`config.mk`:
```
export PLATFORM = sky130hd
export DESIGN_NAME = murmur2_hash32_stream_core
export DESIGN_NICKNAME = d
export VERILOG_FILES = /design/src/hw/rtl/mm2_pkg.sv /design/src/hw/rtl/mm2_front.sv /design/src/hw/rtl/mm2_queue.sv /design/src/hw/rtl/mm2_back.sv /design/src/hw/rtl/murmur2_hash32_stream_core.sv
export SDC_FILE = /design/constraint.sdc
export NUM_CORES = 1
export LEC_CHECK = 0
export ABC_AREA = 1
export BUFFER_PORTS_ARGS = -buffer_cell sky130_fd_sc_hd__buf_4
export CORE_ASPECT_RATIO = 0.7
export CORE_MARGIN = 2
export CORE_UTILIZATION = 62
export CTS_CLUSTER_DIAMETER = 200
export DETAILED_ROUTE_END_ITERATION = 8
export PLACE_DENSITY = 0.82
export SLEW_MARGIN = 0
export SYNTH_ARGS = -nofsm -noshare
export SYNTH_HDL_FRONTEND = slang
export SYNTH_SLANG_ARGS = --single-unit
export TNS_END_PERCENT = 10
```
`constraint.sdc`:
```
create_clock -name i_clk -period 9.81 [get_ports i_clk]
set_input_delay 0.4905 -clock i_clk [delete_from_list [all_inputs] [get_ports i_clk]]
set_output_delay 0.4905 -clock i_clk [all_outputs]
set_load 0.005 [all_outputs]
```
`src/hw/rtl/mm2_pkg.sv`:
```
`timescale 1ns / 1ps
// Shared constants and types for the streaming MurmurHash2 core.
package mm2_pkg;

    // Mixing constants of the 32-bit MurmurHash2 algorithm.
    localparam logic [31:0] MIX_MUL     = 32'h5bd1e995;
    localparam int unsigned MIX_SHIFT   = 24;
    localparam int unsigned FIN_SHIFT_A = 13;
    localparam int unsigned FIN_SHIFT_B = 15;
    localparam logic [31:0] SEED_RESET  = 32'd97;

    // Register address map of the configuration port.
    localparam logic [1:0] ADDR_SEED = 2'd0;

    // How the back end treats one queued word.
    localparam logic [1:0] MODE_FULL = 2'd0;  // full word, key mixing and fold
    localparam logic [1:0] MODE_TAIL = 2'd1;  // one to three tail bytes
    localparam logic [1:0] MODE_NONE = 2'd2;  // empty last word, finalize only

    // One classified word as it travels through the queue.
    typedef struct packed {
        logic [31:0] word;   // data word, tail bytes already masked
        logic [31:0] init;   // seed XOR total length, used on the first word
        logic        first;  // first word of a message
        logic        last;   // last word of a message
        logic [1:0]  mode;   // processing mode
    } t_item;

endpackage

```
`src/hw/rtl/mm2_front.sv`:
```
`timescale 1ns / 1ps
// Front end: accepts input words, tracks message boundaries and classifies each word.
module mm2_front (
    input  logic          i_clk,
    input  logic          i_rst_n,
    input  logic          i_in_valid,
    output logic          o_in_stall,
    input  logic [31:0]   i_data_word,
    input  logic [2:0]    i_byte_count,
    input  logic          i_last_word,
    input  logic [31:0]   i_total_length,
    input  logic [31:0]   i_seed,
    input  logic          i_queue_full,
    output logic          o_push,
    output mm2_pkg::t_item o_item
);
    import mm2_pkg::*;

    logic r_in_msg;
    logic n_in_msg;

    // A transfer happens whenever the queue has room.
    assign o_in_stall = i_queue_full;
    assign o_push     = i_in_valid && !i_queue_full;

    // Message tracking: a word that is not last opens or continues a message.
    always_comb begin
        n_in_msg = r_in_msg;
        if (o_push) begin
            n_in_msg = !i_last_word;
        end
    end

    always_ff @(posedge i_clk) begin
        if (!i_rst_n) begin
            r_in_msg <= 1'b0;
        end else begin
            r_in_msg <= n_in_msg;
        end
    end

    // Classification. Only a last word may carry fewer than four bytes; counts
    // above four count as a full word, and unused tail bytes are cleared here.
    always_comb begin
        o_item.init  = i_seed ^ i_total_length;
        o_item.first = !r_in_msg;
        o_item.last  = i_last_word;
        o_item.word  = i_data_word;
        o_item.mode  = MODE_FULL;
        if (i_last_word) begin
            unique case (i_byte_count)
                3'd0: begin
                    o_item.mode = MODE_NONE;
                end
                3'd1: begin
                    o_item.mode = MODE_TAIL;
                    o_item.word = i_data_word & 32'h0000_00ff;
                end
                3'd2: begin
                    o_item.mode = MODE_TAIL;
                    o_item.word = i_data_word & 32'h0000_ffff;
                end
                3'd3: begin
                    o_item.mode = MODE_TAIL;
                    o_item.word = i_data_word & 32'h00ff_ffff;
                end
                default: begin
                    o_item.mode = MODE_FULL;
                end
            endcase
        end
    end

endmodule

```
`src/hw/rtl/mm2_queue.sv`:
```
`timescale 1ns / 1ps
// Small register queue between the front end and the hashing back end.
module mm2_queue #(
    parameter int DEPTH = 2
) (
    input  logic           i_clk,
    input  logic           i_rst_n,
    input  logic           i_push,
    input  mm2_pkg::t_item i_item,
    input  logic           i_pop,
    output mm2_pkg::t_item o_item,
    output logic           o_full,
    output logic           o_empty
);
    import mm2_pkg::*;

    localparam int PTR_W = (DEPTH > 1) ? $clog2(DEPTH) : 1;
    localparam int CNT_W = $clog2(DEPTH + 1);
    localparam logic [PTR_W-1:0] PTR_LAST = PTR_W'(DEPTH - 1);
    localparam logic [CNT_W-1:0] CNT_FULL = CNT_W'(DEPTH);

    t_item            r_mem [DEPTH];
    logic [PTR_W-1:0] r_wr_ptr;
    logic [PTR_W-1:0] r_rd_ptr;
    logic [CNT_W-1:0] r_count;
    logic [PTR_W-1:0] n_wr_ptr;
    logic [PTR_W-1:0] n_rd_ptr;
    logic [CNT_W-1:0] n_count;

    assign o_full  = (r_count == CNT_FULL);
    assign o_empty = (r_count == '0);
    assign o_item  = r_mem[r_rd_ptr];

    // Pointer and fill count update; pointers wrap at the queue depth.
    always_comb begin
        n_wr_ptr = r_wr_ptr;
        n_rd_ptr = r_rd_ptr;
        n_count  = r_count;
        if (i_push) begin
            n_wr_ptr = (r_wr_ptr == PTR_LAST) ? '0 : r_wr_ptr + 1'b1;
        end
        if (i_pop) begin
            n_rd_ptr = (r_rd_ptr == PTR_LAST) ? '0 : r_rd_ptr + 1'b1;
        end
        if (i_push && !i_pop) begin
            n_count = r_count + 1'b1;
        end else if (i_pop && !i_push) begin
            n_count = r_count - 1'b1;
        end
    end

    always_ff @(posedge i_clk) begin
        if (!i_rst_n) begin
            r_wr_ptr <= '0;
            r_rd_ptr <= '0;
            r_count  <= '0;
        end else begin
            r_wr_ptr <= n_wr_ptr;
            r_rd_ptr <= n_rd_ptr;
            r_count  <= n_count;
        end
    end

    // Storage needs no reset.
    always_ff @(posedge i_clk) begin
        if (i_push) begin
            r_mem[r_wr_ptr] <= i_item;
        end
    end

`ifndef NO_ASSERTIONS
    a_no_overflow: assert property (@(posedge i_clk) disable iff (!i_rst_n)
        o_full |-> !i_push || i_pop)
        else $error("queue written while full");

    a_no_underflow: assert property (@(posedge i_clk) disable iff (!i_rst_n)
        o_empty |-> !i_pop)
        else $error("queue read while empty");
`endif

endmodule

```
`src/hw/rtl/mm2_back.sv`:
```
`timescale 1ns / 1ps
// Back end: hashing sequencer around one shared multiplier, plus the output register.
module mm2_back (
    input  logic           i_clk,
    input  logic           i_rst_n,
    input  mm2_pkg::t_item i_item,
    input  logic           i_empty,
    output logic           o_pop,
    output logic           o_out_valid,
    input  logic           i_out_stall,
    output logic [31:0]    o_hash_value
);
    import mm2_pkg::*;

    // Sequencer states.
    localparam logic [2:0] ST_IDLE = 3'd0;
    localparam logic [2:0] ST_K1   = 3'd1;
    localparam logic [2:0] ST_K2   = 3'd2;
    localparam logic [2:0] ST_H    = 3'd3;
    localparam logic [2:0] ST_TAIL = 3'd4;
    localparam logic [2:0] ST_FIN  = 3'd5;
    localparam logic [2:0] ST_OUT  = 3'd6;

    logic [2:0]  r_state;
    logic [2:0]  n_state;
    logic [31:0] r_word;
    logic        r_last;
    logic [31:0] r_k;
    logic [31:0] r_h;
    logic        r_out_valid;
    logic [31:0] r_hash;
    logic [31:0] mul_a;
    logic [31:0] product;
    logic        out_free;

    assign o_pop        = (r_state == ST_IDLE) && !i_empty;
    assign out_free     = !r_out_valid || !i_out_stall;
    assign o_out_valid  = r_out_valid;
    assign o_hash_value = r_hash;

    // Operand selection for the shared multiplier; the product keeps the low 32 bits.
    always_comb begin
        unique case (r_state)
            ST_K1:   mul_a = r_word;
            ST_K2:   mul_a = r_k ^ (r_k >> MIX_SHIFT);
            ST_H:    mul_a = r_h;
            ST_TAIL: mul_a = r_h ^ r_word;
            ST_FIN:  mul_a = r_h ^ (r_h >> FIN_SHIFT_A);
            default: mul_a = '0;
        endcase
    end

    assign product = mul_a * MIX_MUL;

    // Next state.
    always_comb begin
        n_state = r_state;
        unique case (r_state)
            ST_IDLE: begin
                if (!i_empty) begin
                    unique case (i_item.mode)
                        MODE_FULL: n_state = ST_K1;
                        MODE_TAIL: n_state = ST_TAIL;
                        default:   n_state = ST_FIN;
                    endcase
                end
            end
            ST_K1:   n_state = ST_K2;
            ST_K2:   n_state = ST_H;
            ST_H:    n_state = r_last ? ST_FIN : ST_IDLE;
            ST_TAIL: n_state = ST_FIN;
            ST_FIN:  n_state = ST_OUT;
            ST_OUT:  n_state = out_free ? ST_IDLE : ST_OUT;
            default: n_state = ST_IDLE;
        endcase
    end

    // Control registers.
    always_ff @(posedge i_clk) begin
        if (!i_rst_n) begin
            r_state     <= ST_IDLE;
            r_out_valid <= 1'b0;
        end else begin
            r_state <= n_state;
            if (r_state == ST_OUT && out_free) begin
                r_out_valid <= 1'b1;
            end else if (!i_out_stall) begin
                r_out_valid <= 1'b0;
            end
        end
    end

    // Datapath registers: the accumulator is loaded from the seed XOR total length on a first word.
    always_ff @(posedge i_clk) begin
        unique case (r_state)
            ST_IDLE: begin
                if (!i_empty) begin
                    r_word <= i_item.word;
                    r_last <= i_item.last;
                    if (i_item.first) begin
                        r_h <= i_item.init;
                    end
                end
            end
            ST_K1, ST_K2: r_k <= product;
            ST_H:         r_h <= product ^ r_k;
            ST_TAIL, ST_FIN: r_h <= product;
            ST_OUT: begin
                if (out_free) begin
                    r_hash <= r_h ^ (r_h >> FIN_SHIFT_B);
                end
            end
            default: ;
        endcase
    end

`ifndef NO_ASSERTIONS
    a_out_from_seq: assert property (@(posedge i_clk) disable iff (!i_rst_n)
        $rose(r_out_valid) |-> $past(r_state == ST_OUT))
        else $error("result presented outside the output step");

    a_fin_then_out: assert property (@(posedge i_clk) disable iff (!i_rst_n)
        r_state == ST_FIN |=> r_state == ST_OUT)
        else $error("finalization not followed by output step");
`endif

endmodule

```
`src/hw/rtl/murmur2_hash32_stream_core.sv`:
```
`timescale 1ns / 1ps
// Top level of the streaming 32-bit MurmurHash2 core with its APB seed register.
// The core hashes a message delivered as little-endian 32-bit words and presents one
// hash per message once its last word has been transferred. Every multiplication by the
// mixing constant runs through one shared 32x32 multiplier, one per cycle, and that sets
// the rate: a full word occupies the back end for the key steps K1 and K2 and the fold
// step H, a tail of one to three bytes for the TAIL step, and the last word of a message
// adds finalization and output steps. A queue of QUEUE_DEPTH words lets the input keep
// transferring while the back end works or the result waits, until the queue fills.
// The seed register (address 0) resets to 97 and is sampled on each message's first word.
module murmur2_hash32_stream_core #(
    parameter int QUEUE_DEPTH = 2
) (
    input  logic        i_clk,
    input  logic        i_rst_n,
    input  logic        i_in_valid,
    output logic        o_in_stall,
    input  logic [31:0] i_data_word,
    input  logic [2:0]  i_byte_count,
    input  logic        i_last_word,
    input  logic [31:0] i_total_length,
    output logic        o_out_valid,
    input  logic        i_out_stall,
    output logic [31:0] o_hash_value,
    input  logic        psel,
    input  logic        penable,
    input  logic        pwrite,
    input  logic [1:0]  paddr,
    input  logic [31:0] pwdata,
    output logic [31:0] prdata,
    output logic        pready
);
    import mm2_pkg::*;

    logic [31:0] r_seed;
    logic        push;
    logic        pop;
    logic        q_full;
    logic        q_empty;
    t_item       push_item;
    t_item       head_item;

    // Configuration port: zero wait states, one seed register.
    assign pready = 1'b1;
    assign prdata = (paddr == ADDR_SEED) ? r_seed : '0;

    always_ff @(posedge i_clk) begin
        if (!i_rst_n) begin
            r_seed <= SEED_RESET;
        end else if (psel && penable && pwrite && paddr == ADDR_SEED) begin
            r_seed <= pwdata;
        end
    end

    mm2_front u_front (
        .i_clk          (i_clk),
        .i_rst_n        (i_rst_n),
        .i_in_valid     (i_in_valid),
        .o_in_stall     (o_in_stall),
        .i_data_word    (i_data_word),
        .i_byte_count   (i_byte_count),
        .i_last_word    (i_last_word),
        .i_total_length (i_total_length),
        .i_seed         (r_seed),
        .i_queue_full   (q_full),
        .o_push         (push),
        .o_item         (push_item)
    );

    mm2_queue #(
        .DEPTH (QUEUE_DEPTH)
    ) u_queue (
        .i_clk   (i_clk),
        .i_rst_n (i_rst_n),
        .i_push  (push),
        .i_item  (push_item),
        .i_pop   (pop),
        .o_item  (head_item),
        .o_full  (q_full),
        .o_empty (q_empty)
    );

    mm2_back u_back (
        .i_clk        (i_clk),
        .i_rst_n      (i_rst_n),
        .i_item       (head_item),
        .i_empty      (q_empty),
        .o_pop        (pop),
        .o_out_valid  (o_out_valid),
        .i_out_stall  (i_out_stall),
        .o_hash_value (o_hash_value)
    );

endmodule

```
[After elaboration in Yosys (flattened, before gate mapping)]
Memories as Yosys holds them, arrays and structs flattened. A register that Yosys moved wholly into a read port is not among the register bits.
Index checks and enable logic that the tools add are counted.
Operators by class
  add/sub/neg operators: 4
  multipliers: 1
  equal/unequal tests: 14
  multiplexer cells: 24
  bitwise logic cells: 7
  reductions and logical operators: 30
Operator list (number)
  one-hot mux 32 bit (3 select lines): 2
  one-hot mux 32 bit (5 select lines): 1
  two-way mux 32 bit: 4
  XOR 32 bit: 3
  multiplier 32 x 31 -> 32 bit (second input constant): 1
  XOR 32 x 17 -> 32 bit: 1
  XOR 32 x 19 -> 32 bit: 1
  XOR 32 x 8 -> 32 bit: 1
  one-hot mux 3 bit (7 select lines): 1
  equality test 3 x 2 -> 1 bit (second input constant): 4
  equality test 3 bit (second input constant): 3
  two-way mux 3 bit: 3
  logical AND 1 bit: 8
  logical NOT 1 bit: 8
  two-way mux 1 bit: 8
  equality test 3 x 1 -> 1 bit (second input constant): 2
  logical NOT 2 bit: 3
  logical NOT 3 bit: 2
  two-way mux 2 bit: 3
  one-hot mux 3 bit (2 select lines): 1
  != test 2 bit (second input constant): 2
  one-hot mux 2 bit (2 select lines): 1
  AND reduction 2 bit: 2
  OR reduction 2 bit: 2
  12 further kinds: 13
Word-level totals
  flip-flop bits (word level): 170
  RAM bits: 136
  input port bits: 109
  logic and storage cells: 93
  memories kept: 1
Memories
  u_queue.r_mem: words 2, bits a word 68, rd ports 1, clocked after Yosys merged registers in 1, wr ports 1, line mm2_queue.sv:22  | t_item r_mem [DEPTH];

[Longest topological paths before layout]
Gate-level depths: netlist of the first run.
  word-level depth: 7
  depth in mapped cells: 40
  gate-level depth less buffers: 38

[By module]
A second synthesis of the first run with hierarchy kept.
Second synthesis, totals
  cells, all modules: 2401
  area, all modules: 23613.9 um^2
By module, submodules not included
  mm2_back: instances 1, cells each 1767, area each 16075.4 um^2
  mm2_queue: instances 1, cells each 247, area each 5225.0 um^2
  murmur2_hash32_stream_core: instances 1, cells each 277, area each 1656.6 um^2
  mm2_front: instances 1, cells each 110, area each 656.9 um^2

[Worst setup path before layout of the first run]
No wires, ideal clock.
  kind: reg-to-reg
  start: register u_back.r_state[1]
  end: register u_back.r_h[28], data pin
  library setup time: 0.259 ns
  data arrival time: 7.055 ns
  required time: 9.551 ns
  path slack: 2.495 ns
  cell stages (with the launch flop): 34
  clock period less this slack: 7.315 ns
  cell sequence: dfxtp_1 > buf_6 > inv_2 > ha_1 > nand2_1 > buf_2 > buf_1 > nand2_1 > inv_1 > ha_1 > ha_1 > fa_1 > inv_1 > fa_1 > inv_1 > fa_1 > inv_1 > fa_1 > inv_1 > fa_1 > inv_1 > fa_1 > inv_1 > ha_1 > a21oi_1 > o21ai_0 > a31oi_1 > nand3_1 > a21oi_1 > o21ai_0 > xor2_1 > inv_1 > nand2_1 > nand3_1
On the way
  cells in the longest elaborated chain, start to end: 5
  elaborated cells between the ends (all ways): 11
  classes of those cells: mul: 1; eq/ne: 5; mux: 2; bitwise: 1; reduce/logical: 2
RTL lines
  from (decl): line mm2_back.sv:24  | logic [2:0] r_state;
  from (signal assigned): line mm2_back.sv:84  | r_state <= n_state;
  equality test 3 bit, or another cell as far along: line mm2_back.sv:43  | unique case (r_state)
  one-hot mux 32 bit (5 select lines) *: line mm2_back.sv:43
  multiplier 32 x 31 -> 32 bit *: line mm2_back.sv:53  | assign product = mul_a * MIX_MUL;
  named net u_back.product[28]: line mm2_back.sv:33  | logic [31:0] product;
  XOR 32 bit: line mm2_back.sv:106  | ST_H: r_h <= product ^ r_k;
  one-hot mux 32 bit (3 select lines) *: line mm2_back.sv:95  | unique case (r_state)
  to (signal assigned): line mm2_back.sv:101  | r_h <= i_item.init;
  to (signal assigned): line mm2_back.sv:106
  to (signal assigned): line mm2_back.sv:107  | ST_TAIL, ST_FIN: r_h <= product;
  to (decl): line mm2_back.sv:29  | logic [31:0] r_h;
Mark *: on every way through the listed nets, which the timed path passes. The rest lies on a longest branch.
A chain may end at the register's enable or synchronous reset.

[Final worst setup path of the first run]
  start: register u_back.r_state[0]
  end: register u_back.r_h[28], data pin
The elaborated chain is that of the path after synthesis.

==> results of run 1 <==
-- worst register-to-register path, delay by kind of cell (launching register included) --
kind | cells | cell delay (ns)
adders and majority gates | 9 | 3.92
AOI/OAI and AO/OA | 3 | 0.50
and+or+nand+nor | 11 | 2.31
buffers and inverters | 7 | 1.22
DFF | 1 | 0.42
xor gates and xnor gates | 1 | 0.25
-- layer usage --
metal	routed length (um)	vias up	global-route usage	share of wire
met1	27300	8375	0.498	0.43
met3	7920	105	0.0870	0.12
li1	-	8070	-	-
met2	27200	1001	0.504	0.43
met4	1410	0	0.0670	0.022
met5	0	-	0	0
-- synth_stat cells (all sizes together), types with 2 or more instances --
library cell	count	area, um2
clkbuf	50	188
dfxtp	42	841
or2	21	131
nand4	32	200
buf	12	81.3
a22oi	2	15.0
o311ai	5	43.8
edfxtp	265	7960
a21oi	82	410
o21ai	128	641
inv	517	1940
xnor2	22	193
a32oi	4	35.0
nand2	531	2010
nor4	2	12.5
nor3	11	55.1
o211ai	27	203
ha	219	2740
o22ai	2	12.5
nand3b	5	37.5
nand3	69	373
o2111ai	3	26.3
fa	181	3620
xor2	75	657
nor2	108	405
a21o	4	30.0
-- layout make-up --
| cell class | instances | share of cell area |
|---|---|---|
| Timing Repair Buffer | 194 | 0.0568 |
| Tap cell | 480 | 0.0234 |
| Clock buffer | 30 | 0.0268 |
| Clock inverter | 17 | 0.00605 |
| Sequential cell | 307 | 0.343 |
| Inverter | 517 | 0.0757 |
| Multi-Input combinational cell | 1547 | 0.468 |
-- kinds of logic (layout without fill, tap and decap cells) --
| group | after synthesis | count (layout) | synth area share |
|---|---|---|---|
| AOI/OAI and AO/OA | 267 | 267 | 0.0652 |
| xor gates and xnor gates | 97 | 97 | 0.0370 |
| adders and majority gates | 400 | 400 | 0.277 |
| buffers and inverters | 579 | 758 | 0.0963 |
| DFF | 307 | 307 | 0.383 |
| muxes | 1 | 1 | 0.000436 |
| other | 1 | 1 | 0.000163 |
| and+or+nand+nor | 781 | 781 | 0.141 |
-- through the flow --
stage	cells	utilization	setup WS, ns	cell area (um2)	hold WS [ns]
6_report	3092	0.709	0.948	25700	0.118
3_5_place_dp	3045	0.685	1.11	24800	0.440
2_1_floorplan	2433	-	2.50	23000	0.426
5_1_grt	3092	0.709	0.437	25700	0.106
4_1_cts	3092	0.709	1.12	25700	0.100
3_3_place_gp	3045	0.685	1.30	24800	0.424
-- how the worst min path moves through the flow --
stage	startpoint	end	slack, ns	depth (start not counted)
2_1_floorplan	u_queue.r_rd_ptr$_SDFFE_PN0P_	flop	0.43	1
3_3_place_gp	u_queue.r_rd_ptr$_SDFFE_PN0P_	flop	0.42	1
3_5_place_dp	u_queue.r_rd_ptr$_SDFFE_PN0P_	flop	0.44	1
4_1_cts	i_data_word[0]	u_queue.r_mem[0][36]$_DFFE_PP_	0.10	1
5_1_grt	i_data_word[0]	u_queue.r_mem[0][36]$_DFFE_PP_	0.11	1
6_report	i_data_word[0]	u_queue.r_mem[0][36]$_DFFE_PP_	0.12	1
-- state kept, by name, summed over array words and instances, names as in the netlist, 2 cells and up, named ones only --
signal	cells
u_back.r_h	32
u_queue.r_count	2
u_back.r_state	3
u_back.r_word	32
u_back.r_k	32
u_queue.r_mem	136
r_seed	32
u_back.o_hash_value	32
-- cell usage in the layout, fill, tap and decap left out, types with 3 or more instances in the layout --
cell,count
nor2_1,105
clkinv_2,5
inv_1,512
nand3_1,65
clkbuf_16,27
buf_4,194
nand3_2,3
dfxtp_1,41
nand2_1,527
edfxtp_1,265
nand3b_1,5
clkinvlp_4,3
o311ai_0,5
clkinv_1,5
nand4_1,32
clkbuf_1,3
fa_1,181
ha_1,219
o211ai_1,27
a32oi_1,4
or2_2,21
o2111ai_1,3
xnor2_1,22
a21o_1,4
nand2_2,3
xor2_1,75
o21ai_0,127
nor3_1,11
inv_2,4
a21oi_1,80
==> results.yml, run 1 <==
status:
  outcome: "finished, final reports clean"
place:
  post-dp-hpwl_um: 50500
  port_buffers: 174
  routabilityCongestion: 0.996
global_routing:
  grt_pass1_wl_um: 96100
  grt_max_degree: 70
  overflow: 0
  antenna_found_initial: 0
  grt_pass1_vias: 16800
  track_usage: 0.337
synth:
  yosysWarnings: 0
  synth_nets: 2942
  synth_area_um2: 23000
  synthFlopType: "edfxtp_1"
  async_flop_share: 0
  ys_seq_area_frac: 0.383
  synth_edf_count: 265
  synth.distinct_cells: 50
  postSynthAreaPerCell_um2: 9.44
  synth-seq-cells: 307
  synthCells: 2433
cells_and_area:
  drive_above_1_share: 0.105
  nFillCells: 2653
  area_growth_pct: 11.7
  multiInputGateArea_um2: 12000
  diodes: 0
  nets: 3103
  regArea_um2: 8800
worst_setup_path:
  timing.rr.start: "u_back.r_state[0]$_SDFFE_PN0P_"
  r2r_cells: 31
  crit_end: "u_back.r_h[28]$_DFFE_PP_"
  cp.arrival_ns: 9.16
  crit_fanout: 33
  r2r-end: "u_back.r_h[28]$_DFFE_PP_"
  cpMaxStageDelayCell: "nand2_1"
  cp-start-kind: "flop"
  crit_start: "u_back.r_state[0]$_SDFFE_PN0P_"
  worst-path-stages: 31
  worst-path-buf-inv: 7
  cp.required_ns: 10.11
  crit_family: "adder cells"
  cp-end-kind: "flop"
  path_class: "reg2reg"
  cpPeakStageDelay_ns: 0.65
  regToRegSetupSlack_ns: 0.95
drt:
  drtPass1Iterations: 6
  viasPerCell: 5.68
  wl_per_cell_um: 20.7
  vias: 17600
  ant_nets: 0
  drcViolationCount: 0
  wl_um: 63900
  initialDrtViolationCount: 2119
clock_tree:
  htree_levels: 1
  ctsHoldBuffers: 0
  clk-insertion-delay-late_ns: 0.57
  cts.reportedPaths.clkPinSlew_ns: 0.07
  cts_made_buffers: 27
  cts.path.max_buffers: 3
  cts_num_sinks: 307
  cts-resized-gates: 0
  cts_tree: "yes"
  cts_setup_buffers: 0
  clockRootBuffer: "clkbuf_16"
sta:
  tns_ns: 0
  worst_pin_slew_ns: 1.22
  rsz0062_at_grt: "no"
  setup_viol: 0
  skew_ns: 0.0288
  max_clock_freq_mhz: 113
  hold_violations: 0
  fin_crit_sh: 0.903
  min_period_ns: 8.86
  slew_viol_final: 0
  slew_headroom: 0.178
floorplanning:
  coreArea_um2: 36200
  die-area_um2: 38600
  initial_utilization: 0.634
  die_h_um: 165
  num_rows: 58
  chipWidth_um: 234
  ioPinCount: 176
flow_run:
  drv_cap: 0
worst_hold_path:
  min_path_type: "in2reg"
Power of run 1 is not shown: default switching activity piles up to over one toggle a cycle in this logic, so the estimate is an artifact.
==> inputs of run 2 (changes only) <==
- CORE_UTILIZATION: 62 -> 61
- PLACE_DENSITY: 0.82 -> 0.81
==> results.yml, run 2 (synthesis gave the netlist of run 1 again) <==
status:
  outcome: "finished, final reports clean"
cells_and_area:
  final_common_cell: "nand2_1"
  area_growth_pct: 11.9
  diodes: 0
  stdcell_count: 3105
  drive_above_1_share: 0.107
  nFillCells: 2823
  final_cell_mix: "nand2_1 (527), inv_1 (512), edfxtp_1 (265)"
  top_register: "u_queue.r_mem"
  largest_reg_flops: 136
  nets: 3105
place:
  routabilityCongestion: 1.01
  port_buffers: 174
  post-dp-hpwl_um: 50900
  dp.cells: 3055
clock_tree:
  cts_setup_buffers: 0
  ctsHoldBuffers: 0
  cts_tree: "yes"
  clockRootBuffer: "clkbuf_16"
  htree_levels: 1
  cts_num_sinks: 307
  cts-resized-gates: 0
  clk-insertion-delay-late_ns: 0.57
  cts.reportedPaths.clkPinSlew_ns: 0.07
  cts.path.max_buffers: 3
  cts_made_buffers: 27
drt:
  vias: 17500
  wl_per_cell_um: 20.7
  viasPerCell: 5.63
  initialDrtViolationCount: 1787
  drtPass1Iterations: 5
  wl_um: 64200
  drcViolationCount: 0
  ant_nets: 0
global_routing:
  track_usage: 0.332
  grt_pass1_vias: 17500
  grt_max_degree: 69
  antenna_found_initial: 0
  overflow: 0
  grt_pass1_wl_um: 99300
worst_setup_path:
  cpMaxStageDelayCell: "nor2_1"
  crit_fanout: 11
  cp-start-kind: "flop"
  cp.required_ns: 10.13
  cp.arrival_ns: 9.03
  cp-end-kind: "flop"
  cpPeakStageDelay_ns: 0.78
  path_class: "reg2reg"
  regToRegSetupSlack_ns: 1.10
sta:
  min_period_ns: 8.71
  slew_viol_final: 0
  hold_violations: 0
  tns_ns: 0
  skew_ns: 0.0191
  hold_ws_ns: 0.114
  setup_viol: 0
  fin_crit_sh: 0.888
  max_clock_freq_mhz: 115
  rsz0062_at_grt: "no"
  worst_pin_slew_ns: 1.23
  slew_headroom: 0.170
floorplanning:
  coreArea_um2: 37100
  initial_utilization: 0.619
  ioPinCount: 176
  num_rows: 59
  die_h_um: 166
  chipWidth_um: 236
  die-area_um2: 39200
flow_run:
  drv_cap: 0
worst_hold_path:
  min_path_type: "in2reg"
[run 2: cell types whose count changed in the layout (fill, tap and decap cells not counted), sizes merged]
cell | before | now
clkbuf | 30 | 37
clkinv | 11 | 8
clkinvlp | 3 | 0
inv | 518 | 521
buf | 194 | 196
bufinv | 2 | 1
[run 2: worst paths after layout]
kind                                                      from                             end  cells past startpoint
worst min-delay path                            i_data_word[5]  u_queue.r_mem[0][41]$_DFFE_PP_                      1
worst max register to register  u_back.r_state[2]$_SDFFE_PN0P_        u_back.r_h[28]$_DFFE_PP_                     31
worst max-delay path            u_back.r_state[2]$_SDFFE_PN0P_        u_back.r_h[28]$_DFFE_PP_                     31
worst min register to register   u_queue.r_rd_ptr$_SDFFE_PN0P_                            flop                      1
[run 2: routing by layer]
layer / vias up / track usage / part of all wire / wire, um
met2: 906 / 0.487 / 0.42 / 27200
li1: 8087 / - / - / -
met4: 2 / 0.0637 / 0.020 / 1290
met3: 95 / 0.103 / 0.12 / 7960
met1: 8389 / 0.490 / 0.43 / 27700
met5: - / 0.0158 / 0.0014 / 89
[run 2: worst max-delay path: cells and delay by family, from the launching register on]
kind,cells,cell delay [ns]
AO/OA/AOI/OAI,4,0.55
XOR/XNOR,1,0.23
adder cells (fa/ha/maj),9,3.88
buffers and inverters,7,1.00
flip-flops,1,0.53
AND/OR/NAND/NOR,10,2.24
[run 2: area by class of cell]
cell class,count,area [um2],share of cell area
repair buffers,196,1470,0.0572
clock inverters,13,124,0.00482
flip-flops and latches,307,8800,0.342
inverters,517,1940,0.0756
clock buffers,37,743,0.0289
multi-input cells,1547,12000,0.467
well taps,488,611,0.0237
[run 2: through the flow]
step / util / instance area, um2 / setup WS (ns)
6_report: 0.692 / 25700 / 1.10
4_1_cts: 0.692 / 25700 / 1.29
3_5_place_dp: 0.669 / 24800 / 1.32
5_1_grt: 0.692 / 25700 / 0.686
3_3_place_gp: 0.669 / 24800 / 1.48
2_1_floorplan: - / 23000 / 2.50
Power of run 2 is left out for the same reason.
